`config.mk`:
```
export PLATFORM = sky130hd
export DESIGN_NAME = fsc_ram
export DESIGN_NICKNAME = d
export VERILOG_FILES = /design/src/rtl/framebuffer_scanout_compositor_unit_assert.svh /design/src/rtl/fsc_ram.sv
export SDC_FILE = /design/constraint.sdc
export NUM_CORES = 2
export LEC_CHECK = 0
export BUFFER_PORTS_ARGS = -buffer_cell sky130_fd_sc_hd__buf_2
export CORE_MARGIN = 5
export CORE_UTILIZATION = 63
export CTS_CLUSTER_DIAMETER = 100
export DETAILED_ROUTE_END_ITERATION = 10
export GPL_TIMING_DRIVEN = 0
export PLACE_DENSITY_LB_ADDON = 0.1
export SYNTH_ARGS = -nofsm -noshare
export SYNTH_HDL_FRONTEND = slang
export SYNTH_SLANG_ARGS = --single-unit
```
`constraint.sdc`:
```
create_clock -name clk -period 2.8 [get_ports clk]
set_input_delay 0.28 -clock clk [delete_from_list [all_inputs] [get_ports clk]]
set_output_delay 0.28 -clock clk [all_outputs]
set_load 0.05 [all_outputs]
```
`src/rtl/framebuffer_scanout_compositor_unit_assert.svh`:
```
`ifndef FRAMEBUFFER_SCANOUT_COMPOSITOR_UNIT_ASSERT_SVH
`define FRAMEBUFFER_SCANOUT_COMPOSITOR_UNIT_ASSERT_SVH
// implication checked on every edge outside reset
`define FSC_ASSERT_IMP(label, ante, cons) \
    label: assert property (@(posedge clk) disable iff (!rst_n) (ante) |-> (cons)) \
        else $error("%m: check failed");
// next-cycle implication
`define FSC_ASSERT_NXT(label, ante, cons) \
    label: assert property (@(posedge clk) disable iff (!rst_n) (ante) |=> (cons)) \
        else $error("%m: check failed");
`endif

```
`src/rtl/fsc_ram.sv`:
```
module fsc_ram #(
    parameter int WIDTH = 16,
    parameter int DEPTH = 256
) (
    input  logic                     clk,
    input  logic                     we,
    input  logic [$clog2(DEPTH)-1:0] waddr,
    input  logic [WIDTH-1:0]         wdata,
    input  logic [$clog2(DEPTH)-1:0] raddr,
    output logic [WIDTH-1:0]         rdata
);
    logic [WIDTH-1:0] mem [DEPTH];

    always_ff @(posedge clk)
    begin
        if (we)
        begin
            mem[waddr] <= wdata;
        end
        rdata <= mem[raddr];
    end
endmodule
```
==> results.json <==
{
  "rsz0062_at_grt": "true",
  "clk_pin_slew_worst_paths_ps": 60,
  "dp_hpwl_um": 332000,
  "antenna_found_initial": 35,
  "period_share": 1.07,
  "violations": "setup timing",
  "status": "complete, but fails checks",
  "synth.top_cells.by_area": "edfxtp_1, mux4_2, mux2i_1",
  "fmax_mhz": 333,
  "cp.required_ps": 3680,
  "postSynthNetCount": 7394,
  "synthFlopType": "edfxtp_1",
  "die-area_um2": 262000,
  "yosysWarnings": 0,
  "final_hold_viol_count": 0,
  "rr_endpoint": "rdata[12]$_DFF_P_",
  "setup_violations": 79,
  "p_total_mw": 129,
  "cts_tree": "built",
  "synth_top_area_share": 0.775,
  "intPower_mw": 101,
  "p_switching_mw": 28.7,
  "io_buffer_count": 39,
  "fin_setup_tns_ps": -8090,
  "clock_skew_ps": 45.3,
  "synth.avg_cell_area_um2": 21.6,
  "fin_crit_ps": 3000,
  "clockBufferDepth": 4,
  "comb_power_share": 0.063,
  "synth_common_cells": "edfxtp_1, mux4_2, mux2i_1, nor2_1, o221ai_1",
  "yosys.area.top_type": "edfxtp_1",
  "min_path_cells": 3,
  "cts_made_buffers": 414,
  "slew_headroom": 0.175,
  "post-route-drc-count": 0,
  "powerDensity_nw_per_um2": 708,
  "dpl_cell_area_um2": 168000,
  "hold_class": "in2reg",
  "ys_seq_elements": 4112,
  "areaGrowthSynthToFinish_pct": 15.2,
  "tightest_slew_ps": 1240,
  "synth-edff-count": 4096,
  "grt_max_degree": 161,
  "holdWs_ps": 73.0,
  "fill_cells": 14200,
  "synthesis.instances": 7360,
  "yosysMostFrequentCell": "edfxtp_1",
  "clock_latency_ps": 1000,
  "grt_pass1_wl_um": 666000,
  "root_buffer": "clkbuf_16",
  "reg2reg_from": "mem[63][12]$_DFFE_PP_",
  "worst-setup-path-type": "in2reg",
  "switching_share": 0.222,
  "nets": 8089,
  "finalMaxSlewViolations": 0,
  "htreeDepth": 5,
  "rrSetupSlack_ps": -90,
  "die_width_um": 512,
  "critPathMaxFanout": 10,
  "track_usage": 0.373,
  "postLayoutCellArea_um2": 183000,
  "ant_nets": 0,
  "dr.first_iter.drc_count": 15800,
  "vdd_drop_max_mv": 0.596,
  "power.leakage_nw": 58.1,
  "chipHeight_um": 512,
  "num_io_pins": 50,
  "holdPathEnd": "mem[250][11]$_DFFE_PP_",
  "clkPwrFrac": 0.412,
  "end_kind": "flip-flop",
  "syn_area_um2": 159000,
  "finalWeightedCongestion": 0.990,
  "yosysSeqAreaShare": 0.777,
  "rows": 184,
  "start_util": 0.632,
  "ys_types": 52,
  "cp-start-kind": "primary input",
  "grt.overflow.total": 0,
  "via_per_inst": 7.25,
  "drive_above_1_share": 0.297,
  "first_pass_iters": 8,
  "maxCapViolations": 0,
  "worst_ep_arrival_time_ps": 3880,
  "clock_sink_count": 4112,
  "async_flop_share": 0,
  "setup_ws_ps": -205,
  "ff2ff_path_depth": 5,
  "seqPwrFrac": 0.525,
  "wirelength_um": 489000,
  "wire_per_inst_um": 41.7,
  "grt_pass1_vias": 82000,
  "core_area_um2": 251000,
  "vias": 85100,
  "hp-start": "waddr[7]"
}
==> layout make-up <==
cell class	count	area, µm²	share of cell area
Tap cell	3348	4190	0.0229
Clock buffer	495	10700	0.0588
Clock inverter	240	2070	0.0113
Antenna cell	12	30.0	0.000164
Buffer	450	3140	0.0172
Multi-Input combinational cell	2792	34900	0.191
Timing Repair Buffer	281	4350	0.0238
Sequential cell	4112	123000	0.675
Inverter	4	15.0	0.0000821
==> cells in the final DEF, fill, tap and decap left out, drive strengths merged, types with 3 or more instances in the layout <==
master / netlist / routed
a221oi: 28 / 28
o31ai: 16 / 16
nand3: 35 / 35
nor3: 92 / 92
or2: 5 / 5
diode: 0 / 12
buf: 222 / 489
dlygate4sd3: 0 / 16
a2111oi: 6 / 6
nor2: 304 / 304
bufinv: 0 / 33
inv: 4 / 14
nand4b: 3 / 3
a22oi: 43 / 43
a211oi: 18 / 18
nand2b: 3 / 3
mux4: 797 / 797
nand4: 26 / 26
clkinv: 0 / 179
clkbuf: 230 / 720
o21ai: 38 / 38
o32ai: 21 / 21
and3: 11 / 11
dfxtp: 16 / 16
mux2: 88 / 88
edfxtp: 4096 / 4096
a22o: 32 / 32
nor4: 18 / 18
a31oi: 6 / 6
a21oi: 175 / 175
o22ai: 148 / 148
o221ai: 253 / 253
mux2i: 565 / 565
nor2b: 9 / 9
clkinvlp: 0 / 18
nand2: 38 / 38
==> flip-flops by register name (all words and copies together) (netlist names) <==
name	flops
mem	4096
rdata	16
==> worst max-delay path, stage by stage <==
cell      delay [ps]
clkbuf_4         270
nand2b_1         230
buf_2            240
clkbuf_2         320
clkbuf_2         460
o221ai_2         430
o22ai_1          250
a21oi_1          550
nand4_1          390
nor4_4           410
==> metrics by stage <==
step,cells,util,setup WS (ps)
after floorplan,7360,-,355
after global placement,10700,0.649,-4070
after detailed placement,11000,0.668,-3850
after CTS,11700,0.726,-23.2
after global routing,11700,0.728,-43.3
final,11700,0.728,-205
==> timing repair <==
action | 4_1_cts | 5_1_grt
hold buffers | 16 | 0
buffers inserted | 3 | 0
endpoints found under the setup margin | 29 | 270
resized for setup | 417 | 113
endpoints found under the hold margin | 1388 | 0
pin swaps | 8 | 11
==> kinds of logic after synthesis <==
kind of cell / after synthesis / synth area share
compound gates: 786 / 0.0354
buf+inv: 456 / 0.0169
flops: 4112 / 0.777
mux: 1450 / 0.155
simple gates: 556 / 0.0157
==> power by group through the flow <==
| stage | Clock [mW] | Combinational (mW) | Sequential [mW] |
|---|---|---|---|
| floorplan | 0 | 3.35 | 69.4 |
| global placement | 0 | 7.05 | 69.5 |
| detailed placement | 0 | 7.41 | 69.2 |
| CTS | 53.4 | 7.79 | 67.9 |
| global route | 56.1 | 8.18 | 67.9 |
| finish | 53.4 | 8.11 | 67.9 |
==> metal layers <==
| metal | share of wire | vias to the layer above | wire length (µm) | global-route usage |
|---|---|---|---|---|
| li1 | - | 32700 | - | - |
| met1 | 0.34 | 44200 | 169000 | 0.524 |
| met2 | 0.43 | 6981 | 213000 | 0.525 |
| met3 | 0.16 | 1147 | 78800 | 0.139 |
| met4 | 0.059 | 14 | 28800 | 0.180 |
| met5 | 0.00037 | - | 180 | 0 |
==> how the worst max path moves through the flow <==
stage                                  endpoint     start  slack (ps)  depth (start not counted)
after floorplan           mem[235][0]$_DFFE_PP_  waddr[3]         350                          6
after global placement         rdata[1]$_DFF_P_  raddr[2]       -4070                          9
after detailed placement       rdata[2]$_DFF_P_  raddr[2]       -3850                          9
after CTS                      rdata[1]$_DFF_P_  raddr[1]         -20                         10
after global routing           rdata[4]$_DFF_P_  raddr[1]         -40                         10
final                          rdata[3]$_DFF_P_  raddr[2]        -200                         10
No activity file was read; power rests on OpenSTA's default activity.
